## src/ffsa_pkg.sv

```systemverilog
// shared types and constants of the first-fit segment allocator
package ffsa_pkg;

    localparam int MAX_SEGMENTS = 64;
    localparam int ADDR_BITS    = 32;
    localparam int IDX_W        = $clog2(MAX_SEGMENTS);
    localparam int CNT_W        = $clog2(MAX_SEGMENTS + 1);
    localparam int ALIGN_W      = 16;
    localparam int SIZE_W       = 32;
    localparam logic [ADDR_BITS-1:0] HEAP_RESET = ADDR_BITS'(67108864);

    typedef struct packed {
        logic                 used;
        logic [ADDR_BITS-1:0] length;
        logic [ADDR_BITS-1:0] start;
    } seg_entry_t;

    localparam int ENTRY_W = $bits(seg_entry_t);

    typedef enum logic [1:0] {
        ST_OK       = 2'd0,
        ST_NOMEM    = 2'd1,
        ST_NOTFOUND = 2'd2,
        ST_FULL     = 2'd3
    } status_t;

    typedef enum logic {
        ACT_ALLOC = 1'b0,
        ACT_FREE  = 1'b1
    } action_t;

    typedef enum logic [3:0] {
        S_IDLE,
        S_SCAN_RD,
        S_SCAN_CHK,
        S_MOD,
        S_FIT,
        S_CP_RD,
        S_CP_WR,
        S_WR_REM,
        S_WR_USED,
        S_NX_RD,
        S_NX_CHK,
        S_PV_RD,
        S_PV_CHK,
        S_WR_MRG,
        S_DONE
    } fsm_state_t;

endpackage

```

## src/ffsa_mod.sv

```systemverilog
// iterative remainder unit: one dividend bit per cycle
module ffsa_mod (
    input  logic                              clk,
    input  logic                              rst_n,
    input  logic                              start,
    input  logic [ffsa_pkg::ADDR_BITS-1:0]    dividend,
    input  logic [ffsa_pkg::ALIGN_W-1:0]      divisor,
    output logic                              done,
    output logic [ffsa_pkg::ALIGN_W-1:0]      rem
);

    localparam int STEP_W = $clog2(ffsa_pkg::ADDR_BITS);

    logic                           busy_reg;
    logic                           done_reg;
    logic [STEP_W-1:0]              step_reg;
    logic [ffsa_pkg::ADDR_BITS-1:0] div_reg;
    logic [ffsa_pkg::ALIGN_W:0]     r_reg;
    logic [ffsa_pkg::ALIGN_W:0]     r_shift;
    logic [ffsa_pkg::ALIGN_W:0]     r_next;

    always_comb
    begin
        r_shift = {r_reg[ffsa_pkg::ALIGN_W-1:0], div_reg[ffsa_pkg::ADDR_BITS-1]};
        if (r_shift >= {1'b0, divisor})
        begin
            r_next = r_shift - {1'b0, divisor};
        end
        else
        begin
            r_next = r_shift;
        end
    end

    always_ff @(posedge clk or negedge rst_n)
    begin
        if (!rst_n)
        begin
            busy_reg <= 1'b0;
            done_reg <= 1'b0;
            step_reg <= '0;
        end
        else
        begin
            done_reg <= 1'b0;
            if (start)
            begin
                busy_reg <= 1'b1;
                step_reg <= '0;
            end
            else if (busy_reg)
            begin
                step_reg <= step_reg + 1'b1;
                if (step_reg == STEP_W'(ffsa_pkg::ADDR_BITS - 1))
                begin
                    busy_reg <= 1'b0;
                    done_reg <= 1'b1;
                end
            end
        end
    end

    always_ff @(posedge clk)
    begin
        if (start)
        begin
            div_reg <= dividend;
            r_reg   <= '0;
        end
        else if (busy_reg)
        begin
            div_reg <= {div_reg[ffsa_pkg::ADDR_BITS-2:0], 1'b0};
            r_reg   <= r_next;
        end
    end

    assign done = done_reg;
    assign rem  = r_reg[ffsa_pkg::ALIGN_W-1:0];

endmodule

```

## config.mk

```make
export PLATFORM = sky130hd
export DESIGN_NAME = ffsa_mod
export DESIGN_NICKNAME = d
export VERILOG_FILES = /design/src/ffsa_pkg.sv /design/src/ffsa_mod.sv
export SDC_FILE = /design/constraint.sdc
export NUM_CORES = 1
export LEC_CHECK = 0
export ABC_AREA = 1
export BUFFER_PORTS_ARGS = -buffer_cell sky130_fd_sc_hd__buf_4
export CAP_MARGIN = 10
export CORE_MARGIN = 1
export CORE_UTILIZATION = 56
export DETAILED_ROUTE_END_ITERATION = 10
export PLACE_DENSITY = 0.8
export SLEW_MARGIN = 20
export SYNTH_ARGS = -nofsm -noshare
export SYNTH_HDL_FRONTEND = slang
export SYNTH_SLANG_ARGS = --single-unit
```

## constraint.sdc

```tcl
create_clock -name clk -period 2.38 [get_ports clk]
set_input_delay 0.476 -clock clk [delete_from_list [all_inputs] [get_ports clk]]
set_output_delay 0.476 -clock clk [all_outputs]
set_load 0.05 [all_outputs]
```

=== Word-level counts from Yosys, hierarchy flattened ===
Cells that the tools add are included.

* Flip-flop bits (word level): 55
* Input port bits: 51
* Output and inout bits: 17
* Word-level logic and storage cells: 21

* Add/sub/neg operators: 2
* Magnitude comparators: 1
* Eq/ne operators: 1
* Multiplexer cells: 11
* Reduce and logical (&&, ||, !) cells: 1

{| class="wikitable"
|+ Operators by type and width
! cell !! number
|-
| 32-bit two-way mux || 2
|-
| 17-bit by 16-bit greater-or-equal comparator with 1-bit output || 1
|-
| 16-bit two-way mux || 1
|-
| 16-bit subtractor || 1
|-
| 5-bit two-way mux || 2
|-
| 1-bit two-way mux || 6
|-
| 5-bit by 1-bit adder with 5-bit output, second input constant || 1
|-
| 5-bit == test, second input constant || 1
|-
| 2-bit nonzero test || 1
|}

=== Depth between registers and ports, before layout ===
* Depth after elaboration: 4
* Depth in mapped cells: 14
* Mapped depth without buffers: 14

=== Worst setup path after synthesis ===
Ideal clock, no wire load.

* Path type: register to register
* From: register r_reg[11] (netlist bit)
* To: register r_reg[0] (netlist bit)
* Setup time: 0.139 ns
* Arrival time: 1.966 ns
* Data required time: 2.241 ns
* Path slack: 0.274 ns
* Cell stages (with the launch flop): 13
* Buffers on the path: 1
* Period minus slack after synthesis: 2.106 ns
* Path through: dfxtp_1 > ha_1 > nand2_2 > inv_2 > nand2_1 > nand2_1 > nand2_1 > nand2_2 > nor2_4 > buf_4 > nand3_1 > nand3_2 > o21ai_2

* Word-level cells in the longest chain between the ends: 2

{| class="wikitable"
|+ Ends and longest elaborated chain
! element !! RTL line !! RTL
|-
| start, declared || ffsa_mod.sv:18 || <nowiki>logic [ffsa_pkg::ALIGN_W:0] r_reg;</nowiki>
|-
| start signal, assigned || ffsa_mod.sv:73 || <nowiki>r_reg <= r_next;</nowiki>
|-
| 17-bit by 16-bit greater-or-equal comparator with 1-bit output || ffsa_mod.sv:25 || <nowiki>if (r_shift >= {1'b0, divisor})</nowiki>
|-
| 16-bit two-way mux || ffsa_mod.sv:25 ||
|}

No other way between the ends.
A chain may end at the register's enable or synchronous reset.

=== Worst setup path in the final report ===
* From: register div_reg[31] (netlist bit)
* To: register r_reg[8] (netlist bit)

* Word-level cells in the longest chain between the ends: 2
* Elaborated cells between the ends (all ways): 3
* Those cells by class: 1 x add/sub; 1 x order compare; 1 x mux

{| class="wikitable"
|+ Ends and longest elaborated chain
! element !! RTL line !! RTL
|-
| start, declared || ffsa_mod.sv:17 || <nowiki>logic [ffsa_pkg::ADDR_BITS-1:0] div_reg;</nowiki>
|-
| start signal, assigned || ffsa_mod.sv:67 || <nowiki>div_reg <= dividend;</nowiki>
|-
| start signal, assigned || ffsa_mod.sv:72 || <nowiki>div_reg <= {div_reg[ffsa_pkg::ADDR_BITS-2:0], 1'b0};</nowiki>
|-
| 16-bit subtractor or 17-bit by 16-bit greater-or-equal comparator with 1-bit output (tied branches) || ffsa_mod.sv:27, ffsa_mod.sv:25 ||
|-
| 16-bit two-way mux * || ffsa_mod.sv:25 ||
|}

Every way passes the cells marked *; elsewhere a longest branch is shown, timed or not.

==> reports/metrics.yaml <==
gp_congestion: 0.894
cap_violations: 0
ys_top_cells_by_area: "edfxtp_1 27%, nand2_1 20%, dfxtp_1 8.9%"
r2r-start: "div_reg[31]"
drtIter0Drc: 165
die_x_um: 82.1
reg2reg_depth: 11
power_per_cell_area_nw_per_um2: 906
htreeDepth: 2
post-dp-hpwl_um: 6210
reg2reg_to: "r_reg[8]"
grt_pass1_vias: 2993
portBuffers: 67
syn_inst: 486
grt_overflow_total: 0
hold_start: "start"
rows: 28
syn_nets: 556
period_needed_ns: 2.05
slew_violations: 0
crit_path_start: "div_reg[31]"
cp_max_fo: 3
numCtsBuffers: 5
cts-root-buf: "clkbuf_8"
vias_per_cell: 5.10
syn-cell-area_um2: 3600
wl_per_cell_um: 12.7
detail-route-antenna-nets: 0
grt_use_total_pct: 25.4
ys_warn_count: 0
dp_cells: 626
hold_end: "done"
skew_ns: 0.00747
final_cell_mix: "196 x nand2_1, 75 x buf_4, 72 x inv_1"
final_cells: 635
drive_gt1_share_pct: 20.9
seq_area_frac_synth_pct: 40.5
crit_arrival_ns: 2.26
worstPathRequired_ns: 2.59
hold_violations: 0
min_path_cells: 2
p_total_w: 0.00390
synth_cell_types: 38
finalSetupViolations: 0
grt_start_max_net_pins: 42
grt_setup_unrepaired: "no"
insertion_delay_ns: 0.31
antenna_found_initial: 0
clk_pin_slew_ns: 0.10
start_util_pct: 59.4
drc: 0
clockBufferDepth: 2
relSlewSlack_pct: 77.9
avgSynthCellArea_um2: 7.40
vias: 3239
die-area_um2: 6750
worstMarginPinSlew_ns: 0.331
detail_route.wirelength_um: 8070
ir_drop_mv: 0.543
outcome: "finished clean"
grt_pass1_wl_um: 13000
nNetsFinal: 629
area_delta_synth_final_pct: 19.8
fillers: 525
ios: 68
reg2reg_slack_ns: 0.33
mostFrequentLayoutCell: "nand2_1"
finalSetupTns_ns: 0
largest_reg_flops: 32
crit_path_end_kind: "flip-flop"
hp-class: "in -> reg"
max_freq_ghz: 0.489
crit_type: "reg -> reg"
synth.top_cell.area_share_pct: 26.7
coreArea_um2: 6060
yosysTopAreaCell: "edfxtp_1"
diodes: 0
cp-start-kind: "flip-flop"
synth_edf_count: 32
p_leak_nw: 2.35
fin_crit_sh_pct: 86.0
cts.sinks: 55
dr.pass1.iters: 7
async_reset_ff_share_pct: 12.7
fp.dieH_um: 82.1
synth-seq-cells: 55
synth_ff_type: "edfxtp_1"
cts_tree: "yes"
post-cts-setup-buffer-count: 0
==> where the power goes <==
group	internal, W	switching [W]
clock network	0.000212	0.000313
logic	0.000747	0.00135
registers	0.00116	0.000121
==> metal layers <==
metal	global-route usage [%]	part of all wire [%]	up-vias
li1	-	-	1673
met1	33.9	45	1474
met2	43.0	50	88
met3	4.29	4.4	4
met4	6.14	0.48	0
met5	0	0	-
==> synthesized netlist by cell type, types with 8 or more instances <==
library cell and instances:
nand2_1 196, inv_1 72, nand3_1 33, edfxtp_1 32, ha_1 18, dfxtp_1 16, nor2_1 15, nand2_2 10
nand3_2 10, a21oi_1 9, nand3b_1 8, o21ai_0 8
==> stage by stage <==
stage / area, um^2 / utilization [%] / hold WS, ns / worst slack [ns]
floorplan: 3600 / - / 0.180 / 0.274
global placement: 4210 / 69.4 / 0.291 / 0.168
detailed placement: 4210 / 69.4 / 0.293 / 0.169
CTS: 4310 / 71.1 / 0.383 / 0.333
global route: 4310 / 71.1 / 0.389 / 0.159
finish: 4310 / 71.1 / 0.394 / 0.333
==> kinds of logic (layout without fill, tap and decap cells) <==
family	Yosys count	after routing	share of synthesized area [%]
compound gates	22	22	3.51
fa+ha+maj	19	19	6.82
xor+xnor	7	7	1.70
simple gates	298	298	37.9
buf+inv	85	159	9.56
flops	55	55	40.5
==> layout make-up <==
class	count	area [um^2]	area share (%)
Sequential cell	55	1460	33.8
Inverter	74	278	6.45
Timing Repair Buffer	77	593	13.8
Clock inverter	2	17.5	0.407
Tap cell	75	93.8	2.18
Multi-Input combinational cell	346	1800	41.7
Clock buffer	6	72.6	1.68
==> worst max path at each step <==
stage,endpoint,slack (ns),cells past startpoint
after floorplan,r_reg[0],0.27,12
after global placement,r_reg[6],0.17,12
after detailed placement,r_reg[6],0.17,11
after CTS,r_reg[8],0.33,11
after global routing,r_reg[8],0.16,11
final,r_reg[8],0.33,11
==> repair_timing <==
action / 4_1_cts / 5_1_grt
hold buffers: 1 / 0
resized for setup: 0 / 0
endpoints found under the hold margin: 7 / 0
==> critical path, cell delays in order (launching register included) <==
cell and delay (ns):
edfxtp_1 0.39, inv_1 0.08, ha_1 0.13, inv_1 0.06
fa_1 0.40, nand2_1 0.12, a21oi_1 0.13, a21oi_1 0.18
xor2_1 0.24, nand2_2 0.07, nand3_1 0.08, nand2_1 0.05
Note: power is estimated with default switching activity, not from simulation.
